===== src/rtl/core/sfd_pkg.sv =====
// ----------------------------------------------------------------------------
// sfd_pkg: shared types and constants of the serial frame deframer
// Phases, result codes, register indexes, result word layout and the
// CRC 0x8005 word-advance function.
// ----------------------------------------------------------------------------
package sfd_pkg;

   localparam int BYTE_W     = 8;
   localparam int CRC_W      = 16;
   localparam int CSR_IDX_W  = 3;
   localparam int RSP_DEPTH  = 4;
   localparam int RSP_PTR_W  = $clog2(RSP_DEPTH);
   localparam int RSP_CNT_W  = $clog2(RSP_DEPTH + 1);

   localparam logic [CRC_W-1:0]  CRC_POLY      = 16'h8005;
   localparam logic [BYTE_W-1:0] OLD_CMD_LIMIT = 8'h80;
   localparam logic [BYTE_W-1:0] OLD_CMD_ALT   = 8'hC4;

   localparam logic [BYTE_W-1:0] START_RESET  = 8'h02;
   localparam logic [BYTE_W-1:0] END_RESET    = 8'h03;
   localparam logic [BYTE_W-1:0] ESCAPE_RESET = 8'h10;
   localparam logic [BYTE_W-1:0] ACK_RESET    = 8'h06;
   localparam logic [BYTE_W-1:0] NAK_RESET    = 8'h15;

   typedef enum logic [2:0] {
      PH_HUNT  = 3'd0,
      PH_CMD   = 3'd1,
      PH_OLD   = 3'd2,
      PH_LEN   = 3'd3,
      PH_DATA  = 3'd4,
      PH_CRCHI = 3'd5,
      PH_CRCLO = 3'd6,
      PH_SKIP  = 3'd7
   } phase_type;

   typedef enum logic [1:0] {
      KIND_PAYLOAD = 2'd0,
      KIND_ACK     = 2'd1,
      KIND_NAK     = 2'd2,
      KIND_STATUS  = 2'd3
   } kind_type;

   typedef enum logic [1:0] {
      STAT_OK       = 2'd0,
      STAT_NO_START = 2'd1,
      STAT_BAD_CRC  = 2'd2,
      STAT_TRUNC    = 2'd3
   } status_type;

   typedef enum logic [CSR_IDX_W-1:0] {
      CSR_START  = 3'd0,
      CSR_END    = 3'd1,
      CSR_ESCAPE = 3'd2,
      CSR_ACK    = 3'd3,
      CSR_NAK    = 3'd4
   } csr_index_type;

   typedef struct packed {
      logic [BYTE_W-1:0] start_code;
      logic [BYTE_W-1:0] end_code;
      logic [BYTE_W-1:0] escape_code;
      logic [BYTE_W-1:0] ack_code;
      logic [BYTE_W-1:0] nak_code;
   } cfg_type;

   typedef struct packed {
      logic [BYTE_W-1:0] out_byte;
      kind_type          item_kind;
      status_type        frame_status;
      logic              frame_last;
   } rsp_type;

   // results of one accepted byte, in order
   typedef struct packed {
      logic [1:0] count;
      rsp_type    first;
      rsp_type    second;
   } step_type;

   typedef logic [CRC_W-1:0] crc_cols_type [CRC_W];

   // column i holds x^(16+i) mod P: the register after 16 zero shifts
   function automatic crc_cols_type crc_cols_gen();
      crc_cols_type     cols;
      logic [CRC_W-1:0] r;
      for (int i = 0; i < CRC_W; i++) begin
         r    = '0;
         r[i] = 1'b1;
         for (int k = 0; k < CRC_W; k++) begin
            if (r[CRC_W-1]) begin
               r = (r << 1) ^ CRC_POLY;
            end else begin
               r = r << 1;
            end
         end
         cols[i] = r;
      end
      return cols;
   endfunction

   localparam crc_cols_type CRC_COLS = crc_cols_gen();

   // 16 shift steps of the register with zero data, as one XOR matrix
   function automatic logic [CRC_W-1:0] crc_adv(input logic [CRC_W-1:0] v);
      logic [CRC_W-1:0] acc;
      acc = '0;
      for (int i = 0; i < CRC_W; i++) begin
         if (v[i]) begin
            acc = acc ^ CRC_COLS[i];
         end
      end
      return acc;
   endfunction

   function automatic rsp_type rsp_make(input logic [BYTE_W-1:0] b,
                                        input kind_type k,
                                        input status_type s,
                                        input logic last);
      rsp_type r;
      r.out_byte     = b;
      r.item_kind    = k;
      r.frame_status = s;
      r.frame_last   = last;
      return r;
   endfunction

endpackage


===== src/rtl/core/sfd_csr.sv =====
// ----------------------------------------------------------------------------
// sfd_csr: framing code registers
// Five byte-wide code registers, written one word per handshake.
// ----------------------------------------------------------------------------
module sfd_csr (
   input  logic                           clock,
   input  logic                           reset,
   input  logic                           csr_valid,
   output logic                           csr_ready,
   input  logic [sfd_pkg::CSR_IDX_W-1:0]  csr_index,
   input  logic [sfd_pkg::BYTE_W-1:0]     csr_data,
   output sfd_pkg::cfg_type               cfg
);

   sfd_pkg::cfg_type cfg_ff;
   sfd_pkg::cfg_type cfg_in;

   assign csr_ready = 1'b1;
   assign cfg       = cfg_ff;

   always_comb begin
      cfg_in = cfg_ff;
      if (csr_valid) begin
         unique case (csr_index)
            sfd_pkg::CSR_START:  cfg_in.start_code  = csr_data;
            sfd_pkg::CSR_END:    cfg_in.end_code    = csr_data;
            sfd_pkg::CSR_ESCAPE: cfg_in.escape_code = csr_data;
            sfd_pkg::CSR_ACK:    cfg_in.ack_code    = csr_data;
            sfd_pkg::CSR_NAK:    cfg_in.nak_code    = csr_data;
            default:             cfg_in = cfg_ff;
         endcase
      end
   end

   always_ff @(posedge clock) begin
      if (reset) begin
         cfg_ff.start_code  <= sfd_pkg::START_RESET;
         cfg_ff.end_code    <= sfd_pkg::END_RESET;
         cfg_ff.escape_code <= sfd_pkg::ESCAPE_RESET;
         cfg_ff.ack_code    <= sfd_pkg::ACK_RESET;
         cfg_ff.nak_code    <= sfd_pkg::NAK_RESET;
      end else begin
         cfg_ff <= cfg_in;
      end
   end

endmodule


===== src/rtl/core/sfd_parser.sv =====
// ----------------------------------------------------------------------------
// sfd_parser: frame parser and CRC accumulator
// Tracks the phase, drops escapes in old-command frames, counts data, folds
// bytes into the running CRC; gives up to two result words per received byte.
// ----------------------------------------------------------------------------
module sfd_parser (
   input  logic                        clock,
   input  logic                        reset,
   input  logic                        accept,
   input  logic [sfd_pkg::BYTE_W-1:0]  rx_byte,
   input  logic                        chunk_end,
   input  sfd_pkg::cfg_type            cfg,
   output sfd_pkg::step_type           step
);

   sfd_pkg::phase_type             phase_ff, phase_in;
   logic [sfd_pkg::CRC_W-1:0]      crc_ff, crc_in;
   logic [sfd_pkg::BYTE_W-1:0]     pending_ff, pending_in;
   logic                           half_ff, half_in;
   logic [sfd_pkg::BYTE_W-1:0]     left_ff, left_in;
   logic [sfd_pkg::BYTE_W-1:0]     crc_high_ff, crc_high_in;

   logic is_start, is_ack, is_nak, is_end, is_esc, old_cmd;
   logic [sfd_pkg::CRC_W-1:0]  byte_crc, fin_crc;
   logic [sfd_pkg::BYTE_W-1:0] byte_pending;
   logic                       byte_half;
   sfd_pkg::rsp_type           payload_rsp, trunc_rsp, ok_rsp, no_start_rsp;

   assign is_start = (rx_byte == cfg.start_code);
   assign is_ack   = (rx_byte == cfg.ack_code);
   assign is_nak   = (rx_byte == cfg.nak_code);
   assign is_end   = (rx_byte == cfg.end_code);
   assign is_esc   = (rx_byte == cfg.escape_code);
   assign old_cmd  = (rx_byte < sfd_pkg::OLD_CMD_LIMIT) ||
                     (rx_byte == sfd_pkg::OLD_CMD_ALT);

   // pair bytes into words; a full word advances the register
   always_comb begin
      if (!half_ff) begin
         byte_crc     = crc_ff;
         byte_pending = rx_byte;
         byte_half    = 1'b1;
      end else begin
         byte_crc     = sfd_pkg::crc_adv(crc_ff) ^ {pending_ff, rx_byte};
         byte_pending = pending_ff;
         byte_half    = 1'b0;
      end
      // close the string: pad an odd byte, or shift in one zero word
      fin_crc = sfd_pkg::crc_adv(byte_crc) ^
                (byte_half ? {byte_pending, 8'h00} : 16'h0000);
   end

   // next state
   always_comb begin
      phase_in    = phase_ff;
      crc_in      = crc_ff;
      pending_in  = pending_ff;
      half_in     = half_ff;
      left_in     = left_ff;
      crc_high_in = crc_high_ff;
      unique case (phase_ff)
         sfd_pkg::PH_HUNT: begin
            if (is_start) begin
               crc_in      = '0;
               pending_in  = '0;
               half_in     = 1'b0;
               left_in     = '0;
               crc_high_in = '0;
               phase_in    = sfd_pkg::PH_CMD;
            end else if (is_ack || is_nak) begin
               phase_in = sfd_pkg::PH_SKIP;
            end
         end
         sfd_pkg::PH_CMD: begin
            if (old_cmd) begin
               phase_in = is_end ? sfd_pkg::PH_SKIP : sfd_pkg::PH_OLD;
            end else begin
               crc_in     = byte_crc;
               pending_in = byte_pending;
               half_in    = byte_half;
               phase_in   = sfd_pkg::PH_LEN;
            end
         end
         sfd_pkg::PH_OLD: begin
            if (is_end) begin
               phase_in = sfd_pkg::PH_SKIP;
            end
         end
         sfd_pkg::PH_LEN: begin
            crc_in     = byte_crc;
            pending_in = byte_pending;
            half_in    = byte_half;
            left_in    = rx_byte;
            phase_in   = (rx_byte == '0) ? sfd_pkg::PH_CRCHI : sfd_pkg::PH_DATA;
         end
         sfd_pkg::PH_DATA: begin
            left_in = left_ff - 8'd1;
            if (left_ff == 8'd1) begin
               crc_in     = fin_crc;
               pending_in = byte_pending;
               half_in    = 1'b0;
               phase_in   = sfd_pkg::PH_CRCHI;
            end else begin
               crc_in     = byte_crc;
               pending_in = byte_pending;
               half_in    = byte_half;
            end
         end
         sfd_pkg::PH_CRCHI: begin
            crc_high_in = rx_byte;
            phase_in    = sfd_pkg::PH_CRCLO;
         end
         sfd_pkg::PH_CRCLO: begin
            phase_in = sfd_pkg::PH_SKIP;
         end
         sfd_pkg::PH_SKIP: begin
            phase_in = phase_ff;
         end
         default: begin
            phase_in = sfd_pkg::PH_HUNT;
         end
      endcase
      if (chunk_end) begin
         phase_in = sfd_pkg::PH_HUNT;
      end
   end

   // result words
   always_comb begin
      payload_rsp  = sfd_pkg::rsp_make(rx_byte, sfd_pkg::KIND_PAYLOAD,
                                       sfd_pkg::STAT_OK, 1'b0);
      trunc_rsp    = sfd_pkg::rsp_make(8'h00, sfd_pkg::KIND_STATUS,
                                       sfd_pkg::STAT_TRUNC, 1'b1);
      ok_rsp       = sfd_pkg::rsp_make(8'h00, sfd_pkg::KIND_STATUS,
                                       sfd_pkg::STAT_OK, 1'b1);
      no_start_rsp = sfd_pkg::rsp_make(8'h00, sfd_pkg::KIND_STATUS,
                                       sfd_pkg::STAT_NO_START, 1'b1);
      step.count  = 2'd0;
      step.first  = payload_rsp;
      step.second = trunc_rsp;
      unique case (phase_ff)
         sfd_pkg::PH_HUNT: begin
            if (is_start) begin
               step.first = no_start_rsp;
               step.count = chunk_end ? 2'd1 : 2'd0;
            end else if (is_ack || is_nak) begin
               step.first = sfd_pkg::rsp_make(rx_byte,
                               is_ack ? sfd_pkg::KIND_ACK : sfd_pkg::KIND_NAK,
                               sfd_pkg::STAT_OK, 1'b1);
               step.count = 2'd1;
            end else begin
               step.first = no_start_rsp;
               step.count = chunk_end ? 2'd1 : 2'd0;
            end
         end
         sfd_pkg::PH_CMD, sfd_pkg::PH_OLD: begin
            if ((phase_ff == sfd_pkg::PH_OLD) || old_cmd) begin
               priority if (is_end) begin
                  step.first = ok_rsp;
                  step.count = 2'd1;
               end else if (!is_esc) begin
                  step.second = ok_rsp;
                  step.count  = chunk_end ? 2'd2 : 2'd1;
               end else begin
                  // drop the escape byte
                  step.first = ok_rsp;
                  step.count = chunk_end ? 2'd1 : 2'd0;
               end
            end else begin
               step.count = chunk_end ? 2'd2 : 2'd1;
            end
         end
         sfd_pkg::PH_LEN, sfd_pkg::PH_DATA: begin
            step.count = chunk_end ? 2'd2 : 2'd1;
         end
         sfd_pkg::PH_CRCHI: begin
            step.first = trunc_rsp;
            step.count = chunk_end ? 2'd1 : 2'd0;
         end
         sfd_pkg::PH_CRCLO: begin
            step.first = sfd_pkg::rsp_make(8'h00, sfd_pkg::KIND_STATUS,
                            ({crc_high_ff, rx_byte} == crc_ff) ?
                            sfd_pkg::STAT_OK : sfd_pkg::STAT_BAD_CRC, 1'b1);
            step.count = 2'd1;
         end
         sfd_pkg::PH_SKIP: begin
            step.count = 2'd0;
         end
         default: begin
            step.count = 2'd0;
         end
      endcase
   end

   always_ff @(posedge clock) begin
      if (reset) begin
         phase_ff    <= sfd_pkg::PH_HUNT;
         crc_ff      <= '0;
         pending_ff  <= '0;
         half_ff     <= 1'b0;
         left_ff     <= '0;
         crc_high_ff <= '0;
      end else if (accept) begin
         phase_ff    <= phase_in;
         crc_ff      <= crc_in;
         pending_ff  <= pending_in;
         half_ff     <= half_in;
         left_ff     <= left_in;
         crc_high_ff <= crc_high_in;
      end
   end

endmodule


===== src/rtl/core/sfd_rsp_fifo.sv =====
// ----------------------------------------------------------------------------
// sfd_rsp_fifo: result word queue
// Takes up to two words per cycle from the parser and hands out one word
// per handshake; asks for room for two words before taking a byte.
// ----------------------------------------------------------------------------
module sfd_rsp_fifo (
   input  logic                 clock,
   input  logic                 reset,
   input  logic                 push,
   input  sfd_pkg::step_type    step,
   output logic                 room,
   output logic                 rsp_valid,
   input  logic                 rsp_ready,
   output sfd_pkg::rsp_type     rsp
);

   sfd_pkg::rsp_type                mem_ff [sfd_pkg::RSP_DEPTH];
   logic [sfd_pkg::RSP_PTR_W-1:0]   wr_ptr_ff, wr_ptr_in;
   logic [sfd_pkg::RSP_PTR_W-1:0]   rd_ptr_ff, rd_ptr_in;
   logic [sfd_pkg::RSP_CNT_W-1:0]   count_ff, count_in;
   logic [sfd_pkg::RSP_PTR_W-1:0]   wr_next;
   logic [1:0]                      n_push;
   logic                            pop;

   assign room      = (count_ff <= sfd_pkg::RSP_CNT_W'(sfd_pkg::RSP_DEPTH - 2));
   assign rsp_valid = (count_ff != '0);
   assign rsp       = mem_ff[rd_ptr_ff];
   assign pop       = rsp_valid && rsp_ready;
   assign n_push    = push ? step.count : 2'd0;
   assign wr_next   = wr_ptr_ff + sfd_pkg::RSP_PTR_W'(1);

   always_comb begin
      wr_ptr_in = wr_ptr_ff + sfd_pkg::RSP_PTR_W'(n_push);
      rd_ptr_in = pop ? rd_ptr_ff + sfd_pkg::RSP_PTR_W'(1) : rd_ptr_ff;
      count_in  = count_ff + sfd_pkg::RSP_CNT_W'(n_push)
                  - sfd_pkg::RSP_CNT_W'(pop);
   end

   always_ff @(posedge clock) begin
      if (n_push != 2'd0) begin
         mem_ff[wr_ptr_ff] <= step.first;
      end
      if (n_push == 2'd2) begin
         mem_ff[wr_next] <= step.second;
      end
   end

   always_ff @(posedge clock) begin
      if (reset) begin
         wr_ptr_ff <= '0;
         rd_ptr_ff <= '0;
         count_ff  <= '0;
      end else begin
         wr_ptr_ff <= wr_ptr_in;
         rd_ptr_ff <= rd_ptr_in;
         count_ff  <= count_in;
      end
   end

endmodule


===== src/rtl/core/serial_frame_deframer_crc.sv =====
// ----------------------------------------------------------------------------
// serial_frame_deframer_crc: start/end/escape deframer with CRC 0x8005 check
// Results: a byte's results go into the four-word result queue as the byte
// is taken and are offered behind any earlier words. Throughput: one byte
// per cycle while the queue has room for two words; one word per handshake.
// Reset: synchronous; back to hunting with empty queue and default codes.
// ----------------------------------------------------------------------------
module serial_frame_deframer_crc (
   input  logic                           clock,
   input  logic                           reset,
   input  logic                           req_valid,
   output logic                           req_ready,
   input  logic [sfd_pkg::BYTE_W-1:0]     req_rx_byte,
   input  logic                           req_chunk_end,
   output logic                           rsp_valid,
   input  logic                           rsp_ready,
   output logic [sfd_pkg::BYTE_W-1:0]     rsp_out_byte,
   output logic [1:0]                     rsp_item_kind,
   output logic [1:0]                     rsp_frame_status,
   output logic                           rsp_frame_last,
   input  logic                           csr_valid,
   output logic                           csr_ready,
   input  logic [sfd_pkg::CSR_IDX_W-1:0]  csr_index,
   input  logic [sfd_pkg::BYTE_W-1:0]     csr_data
);

   sfd_pkg::cfg_type  cfg;
   sfd_pkg::step_type step;
   sfd_pkg::rsp_type  rsp;
   logic              room;
   logic              accept;

   assign req_ready = room;
   assign accept    = req_valid && room;

   sfd_csr u_csr (
      .clock     (clock),
      .reset     (reset),
      .csr_valid (csr_valid),
      .csr_ready (csr_ready),
      .csr_index (csr_index),
      .csr_data  (csr_data),
      .cfg       (cfg)
   );

   sfd_parser u_parser (
      .clock     (clock),
      .reset     (reset),
      .accept    (accept),
      .rx_byte   (req_rx_byte),
      .chunk_end (req_chunk_end),
      .cfg       (cfg),
      .step      (step)
   );

   sfd_rsp_fifo u_rsp_fifo (
      .clock     (clock),
      .reset     (reset),
      .push      (accept),
      .step      (step),
      .room      (room),
      .rsp_valid (rsp_valid),
      .rsp_ready (rsp_ready),
      .rsp       (rsp)
   );

   assign rsp_out_byte     = rsp.out_byte;
   assign rsp_item_kind    = rsp.item_kind;
   assign rsp_frame_status = rsp.frame_status;
   assign rsp_frame_last   = rsp.frame_last;

endmodule

===== config.mk =====
export PLATFORM = sky130hd
export DESIGN_NAME = serial_frame_deframer_crc
export DESIGN_NICKNAME = d
export VERILOG_FILES = /design/src/rtl/core/sfd_pkg.sv /design/src/rtl/core/sfd_csr.sv /design/src/rtl/core/sfd_parser.sv /design/src/rtl/core/sfd_rsp_fifo.sv /design/src/rtl/core/serial_frame_deframer_crc.sv
export SDC_FILE = /design/constraint.sdc
export NUM_CORES = 1
export LEC_CHECK = 0
export ABC_AREA = 1
export BUFFER_PORTS_ARGS = -buffer_cell sky130_fd_sc_hd__buf_2
export CAP_MARGIN = 30
export CORE_MARGIN = 5
export CORE_UTILIZATION = 56
export CTS_CLUSTER_SIZE = 25
export DETAILED_ROUTE_END_ITERATION = 10
export GPL_ROUTABILITY_DRIVEN = 0
export PLACE_DENSITY = 0.74
export SLEW_MARGIN = 40
export SYNTH_ARGS = -nofsm -noshare
export SYNTH_HDL_FRONTEND = slang
export SYNTH_SLANG_ARGS = --single-unit

===== constraint.sdc =====
create_clock -name clock -period 3.1 [get_ports clock]
set_input_delay 0.31 -clock clock [delete_from_list [all_inputs] [get_ports clock]]
set_output_delay 0.31 -clock clock [all_outputs]
set_load 0.05 [all_outputs]

## After elaboration in Yosys (flattened, before gate mapping)

Memory sizes are Yosys's and may differ from the RTL's. A register that Yosys moved wholly into a read port is not among the register bits.
Cells that the tools add are included.

| word-level totals | value |
|---|---|
| bits in writable memories | 52 |
| memory bits (read-only) | 0 |
| flip-flop bits (word level) | 91 |
| latch bits | 0 |
| memories | 1 |

Memory list:

| name | words | width | rd ports | clocked after memory_dff | write ports | RTL line | source |
|---|---|---|---|---|---|---|---|
| u_rsp_fifo.mem_ff | 4 | 13 | 1 | 1 | 2 | sfd_rsp_fifo.sv:17 | `sfd_pkg::rsp_type mem_ff [sfd_pkg::RSP_DEPTH];` |

| operators by class | value |
|---|---|
| $lt $le $gt $ge | 2 |
| add/sub/neg operators | 6 |
| shift-type cells | 0 |
| equality and inequality tests | 26 |
| div/mod/pow operators | 0 |
| bitwise logic cells | 32 |
| reduce and logical (&&, ||, !) cells | 26 |
| multiply operators | 0 |
| muxes and demuxes | 97 |

Operator list:

| cell | number |
|---|---|
| $mux W16 | 51 |
| $not A5 Y5 | 24 |
| $mux W15 | 5 |
| $pmux W16 S4 | 1 |
| $pmux W13 S4 | 1 |
| $pmux W8 S3 | 2 |
| $eq A8 B8 Y1 | 5 |
| $mux W13 | 3 |
| $xor A16 B16 Y16 | 2 |
| $mux W26 | 1 |
| $mux W3 | 8 |
| $mux W8 | 3 |
| $pmux W3 S7 | 1 |
| $not A3 Y3 | 6 |
| $eq A16 B16 Y1 | 1 |
| $mux W2 | 8 |
| $pmux W8 S2 | 1 |
| $eq A3 B3 Y1 const B | 5 |
| $eq A3 B2 Y1 const B | 4 |
| $pmux W2 S6 | 1 |
| $mux W1 | 10 |
| $reduce_and A2 Y1 | 5 |
| $reduce_bool A3 Y1 | 3 |
| $eq A8 B1 Y1 const B | 1 |
| 25 further kinds | 37 |

## Longest topological paths before layout

| logic depth | value |
|---|---|
| word-level depth | 83 |
| mapped depth | 25 |

## Cells and area by module

Synthesis repeated with hierarchy kept, for this count alone.

| second synthesis, totals | value |
|---|---|
| cells, all modules | 1,444 |
| area, all modules | 9,930.8 um2 |

By module, submodules not included:

| module | cells an instance | instances | area each (um2) |
|---|---|---|---|
| sfd_parser | 877 | 1 | 5,032.3 |
| sfd_rsp_fifo | 329 | 1 | 3,270.6 |
| sfd_csr | 236 | 1 | 1,620.3 |
| serial_frame_deframer_crc | 2 | 1 | 7.5 |

## Worst setup path before layout

No wires, ideal clock.

| timing | value |
|---|---|
| kind | flip-flop to flip-flop |
| from | reg u_rsp_fifo.count_ff[2] (netlist bit) |
| to | reg u_rsp_fifo.count_ff[2] (netlist bit) |
| library setup time | 0.128 ns |
| buffers on the path | 0 |
| arrival time | 2.649 ns |
| data required time | 2.972 ns |
| period minus slack after synthesis | 2.776 ns |
| path slack | 0.324 ns |
| cell stages (with the launch flop) | 10 |
| cell sequence | dfxtp_1 -> a21oi_1 -> nand2_1 -> inv_1 -> nand2_2 -> ha_1 -> fa_1 -> xor2_1 -> inv_1 -> nor2_1 |

| on the way | value |
|---|---|
| longest elaborated chain between the ends | 5 |
| elaborated cells on any way between the ends | 7 |
| classes of those cells | 2 x add/sub; 1 x order compare; 1 x mux; 3 x reduce/logical |

RTL lines:

| element | RTL line | source |
|---|---|---|
| from (decl) | sfd_rsp_fifo.sv:20 | `logic [sfd_pkg::RSP_CNT_W-1:0] count_ff, count_in;` |
| from (signal assigned) | sfd_rsp_fifo.sv:56 | `count_ff <= count_in;` |
| $le A3 B2 Y1 | sfd_rsp_fifo.sv:25 | `assign room = (count_ff <= sfd_pkg::RSP_CNT_W'(sfd_pkg::RSP_DEPTH - 2));` |
| via req_ready | serial_frame_deframer_crc.sv:12 | `output logic req_ready,` |
| $logic_and A1 B1 Y1 | serial_frame_deframer_crc.sv:34 | `assign accept = req_valid && room;` |
| $mux W2 | sfd_rsp_fifo.sv:29 | `assign n_push = push ? step.count : 2'd0;` |
| $add A3 B2 Y3 | sfd_rsp_fifo.sv:35 | `count_in = count_ff + sfd_pkg::RSP_CNT_W'(n_push)` |
| $sub A3 B1 Y3 | sfd_rsp_fifo.sv:36 | `- sfd_pkg::RSP_CNT_W'(pop);` |

The timed path passes the listed nets, and every way through them passes these cells.
A chain may end at the register's enable or synchronous reset.

## Final worst setup path

| timing | value |
|---|---|
| from | reg u_parser.phase_ff[0] |
| to | reg u_rsp_fifo.count_ff[2] (netlist bit) |

| on the way | value |
|---|---|
| longest elaborated chain between the ends | 7 |
| elaborated cells on any way between the ends | 16 |
| classes of those cells | 2 x add/sub; 7 x eq/ne; 3 x mux; 4 x reduce/logical |

RTL lines:

| element | RTL line | source |
|---|---|---|
| from (decl) | sfd_parser.sv:16 | `sfd_pkg::phase_type phase_ff, phase_in;` |
| from (signal assigned) | sfd_parser.sv:197 | `phase_ff <= sfd_pkg::PH_HUNT;` |
| from (signal assigned) | sfd_parser.sv:204 | `phase_ff <= phase_in;` |
| $eq A3 B2 Y1 | sfd_parser.sv:141, sfd_parser.sv:157 |  |
| $logic_or A1 B1 Y1 | sfd_parser.sv:157 | `if ((phase_ff == sfd_pkg::PH_OLD) \|\| old_cmd) begin` |
| $mux W2 | sfd_parser.sv:157 |  |
| $pmux W2 S6 * | sfd_parser.sv:141 | `unique case (phase_ff)` |
| $mux W2 * | sfd_rsp_fifo.sv:29 |  |
| $add A3 B2 Y3 * | sfd_rsp_fifo.sv:35 |  |
| $sub A3 B1 Y3 * | sfd_rsp_fifo.sv:36 |  |

Mark *: on every way between the ends. The rest lies on a longest branch, timed or not.

==> impl_metrics.ini <==
[status]
status = complete, no violations

[worst_setup_path]
endpoint_kind = flip-flop
reg2reg_depth = 16
cp.arrival_ps = 3060
reg2reg_to = u_rsp_fifo.count_ff[2]$_SDFF_PP0_
path_class = flip-flop to flip-flop
crit_fanout = 4
reg2reg_slack_ps = 340
cp-endpoint = u_rsp_fifo.count_ff[2]$_SDFF_PP0_
worstReg2RegStart = u_parser.phase_ff[0]$_SDFFE_PP0P_
critPathLaunch = u_parser.phase_ff[0]$_SDFFE_PP0P_
cp.required_ps = 3410
crit_top_cell = inv_1
cpPeakStageDelay_ps = 380
cp-start-kind = flip-flop
cp_slowest_cell = dfxtp_1
crit_path_cell_trace = inv_1 > nor2_1 > inv_1 > nor2_2 > inv_1 > nand2_1 > nand2_1 > o221ai_1 > nand3_2 > inv_2 > ha_1 > inv_1 > fa_1 > xor2_1 > inv_1 > nor2_1

[route]
dr.pass1.iters = 5
num_vias = 9016
drt-wirelength-per-cell_um = 15.5
remaining_drc_errors = 0
routed_wl_mm = 25.2
viasPerCell = 5.55
ant_nets = 0
dr.first_iter.drc_count = 882

[sta]
maxSlewHeadroom = 0.496
fin_crit_sh = 0.889
fin_skew_ps = 10.3
rsz0062_at_grt = no
setup_viol = 0
slew_violations = 0
timing.final.crit_period_ps = 2760
worst_slew_pin_slew_ps = 748
fmax_mhz = 363
worst_slack_ps = 343
hold_slack_ps = 164
hold_viol_final = 0
tns_ps = 0

[global_routing]
grt_pass1_vias = 7907
grt_usage = 0.278
antenna_found_initial = 0
grt_overflow = 0
grt_max_degree = 60
grt_first_pass_wirelength_mm = 41.1

[clock_tree]
cts-root-buf = clkbuf_16
htree_levels = 4
clk_pin_slew_worst_paths_ps = 70
postCtsSetupBuffers = 0
cts_buffers = 17
cts_resized = 0
cts_tree = built
clk_latency_ps = 440
cts_sinks = 145
cts_hold_buf = 0
clock_path_buffers = 2

[pwr]
p_per_area_nw_per_um2 = 865
peakVddDrop_mv = 0.434
leakagePower_nw = 4.66
fin_total_pwr_mw = 8.55

[final_layout]
nets = 1428
area_delta_synth_final_pct = 11.0
final_area_um2 = 9880
final_common_cell = nand2_1
final_cell_mix = nand2_1, nor2_1, dfxtp_1
diodes = 0
layout-drive-gt1-share = 0.116

[placement]
dpl.hpwl_mm = 18.5
port_buffers = 39
placed_area_um2 = 9310
dp_slack_ps = 205

[die]
io_pins = 41
die_x_um = 136
start_util = 0.567
dieArea_um2 = 18500
die_h_um = 136
core_um2 = 15700
fp-row-count = 46

[yosys]
synthTopCellsByArea = dfxtp_1, nand2_1, nor2_1, nand3_1, o21ai_0
syn_nets = 1394
yosysUniqueCellTypes = 55
syn_avg_cell_area_um2 = 6.54
synth_edf_count = 8
yosysTopAreaCellShare = 0.308
async_flop_share = 0
yosysSeqAreaShare = 0.335
synth_ff_type = dfxtp_1
yosysTopAreaCell = dfxtp_1
syn_area_um2 = 8900
synthCells = 1361
yosysWarningCount = 0
synth_seq_cells = 145

[hold_path]
hold_class = primary input to flip-flop

[job]
maxCapViolations = 0
stage by stage:
step / instances / utilization
global placement: 1592 / 0.592
global route: 1624 / 0.629
floorplan: 1361 / -
finish: 1624 / 0.629
CTS: 1624 / 0.629
detailed placement: 1592 / 0.592
worst min path at each step:
stage,startpoint,to,cells past startpoint
2_1_floorplan,csr_data[0],u_csr.cfg[0]$_SDFFE_PP1P_,2
3_3_place_gp,u_rsp_fifo.mem_ff[0][3]$_SDFFE_PP1P_,u_rsp_fifo.mem_ff[0][3]$_SDFFE_PP1P_,2
3_5_place_dp,u_rsp_fifo.mem_ff[0][0]$_SDFFE_PP1P_,u_rsp_fifo.mem_ff[0][0]$_SDFFE_PP1P_,2
4_1_cts,csr_data[4],u_csr.cfg[4]$_SDFFE_PP1P_,3
5_1_grt,csr_data[4],u_csr.cfg[4]$_SDFFE_PP1P_,3
6_report,csr_data[4],u_csr.cfg[4]$_SDFFE_PP1P_,3
routing by layer:
layer,track usage,up-vias,part of all wire
met1,0.397,4095,0.46
met4,0.0739,0,0.021
li1,-,4488,-
met2,0.427,378,0.44
met5,0,-,0
met3,0.0603,55,0.081
kinds of logic after synthesis:
kind of cell             count (synthesis)  share of synthesized area
adder cells (fa/ha/maj)                  8                     0.0121
other                                    1                   0.000421
AO/OA/AOI/OAI                          225                      0.145
flip-flops                             145                      0.335
AND/OR/NAND/NOR                        726                      0.349
XOR/XNOR                                71                     0.0715
buffers and inverters                  185                     0.0867
cells in the mapped netlist, types with 2 or more instances:
library cell  number
dfxtp_1          137
xor2_1            22
o41ai_1            2
nor2_1           176
o21ai_0           99
nor4_4             2
nand2_4            7
inv_2             24
inv_1            104
nor3_1            11
inv_4              2
o21ai_2            2
or2_2              2
nand3_1          109
ha_1               7
a31oi_1            2
buf_4             13
a21oi_2            3
a21oi_1           65
o22ai_1           17
nor3b_1            2
a221oi_1           6
nand2_1          378
buf_2             12
nor2_2             6
nand3_2            2
nand4_1           16
edfxtp_1           8
o221ai_1           4
o21ai_1            5
xnor2_1           47
nand2_2            8
xor2_2             2
clkbuf_1          24
o211ai_1           2
clkinv_1           3
a211oi_1          12
critical path: cells and delay by family, from the launching register on:
kind / cells / cell delay (ps)
AO/OA/AOI/OAI: 1 / 220
flip-flops: 1 / 380
adder cells (fa/ha/maj): 2 / 530
buffers and inverters: 6 / 550
AND/OR/NAND/NOR: 6 / 790
XOR/XNOR: 1 / 170
final cells by class:
| cell class | instances | area (µm²) |
|---|---|---|
| inverters | 134 | 509 |
| clock inverters | 14 | 145 |
| multi-input cells | 1031 | 5150 |
| fillers | 1494 | 5830 |
| flip-flops and latches | 145 | 2980 |
| well taps | 216 | 270 |
| repair buffers | 66 | 398 |
| clock buffers | 18 | 429 |
registers in the layout (all words and copies together) (netlist names), named ones only:
| signal | count |
|---|---|
| u_rsp_fifo.mem_ff | 52 |
| u_csr.cfg | 40 |
| u_parser.crc_ff | 16 |
| u_parser.crc_high_ff | 8 |
| u_parser.left_ff | 8 |
| u_parser.pending_ff | 8 |
| u_parser.phase_ff | 3 |
| u_rsp_fifo.count_ff | 3 |
| u_rsp_fifo.rd_ptr_ff | 2 |
| u_rsp_fifo.wr_ptr_ff | 2 |
| u_parser.half_ff | 1 |
where the power goes:
group          leakage, nW  switching, mW  total (mW)  internal (mW)
Sequential            1.20          0.286        2.53           2.25
Clock                0.283          0.908        2.04           1.13
Combinational         3.17           2.74        3.97           1.23
Total                 4.66           3.93        8.55           4.61
(Power assumes the default switching activity.)
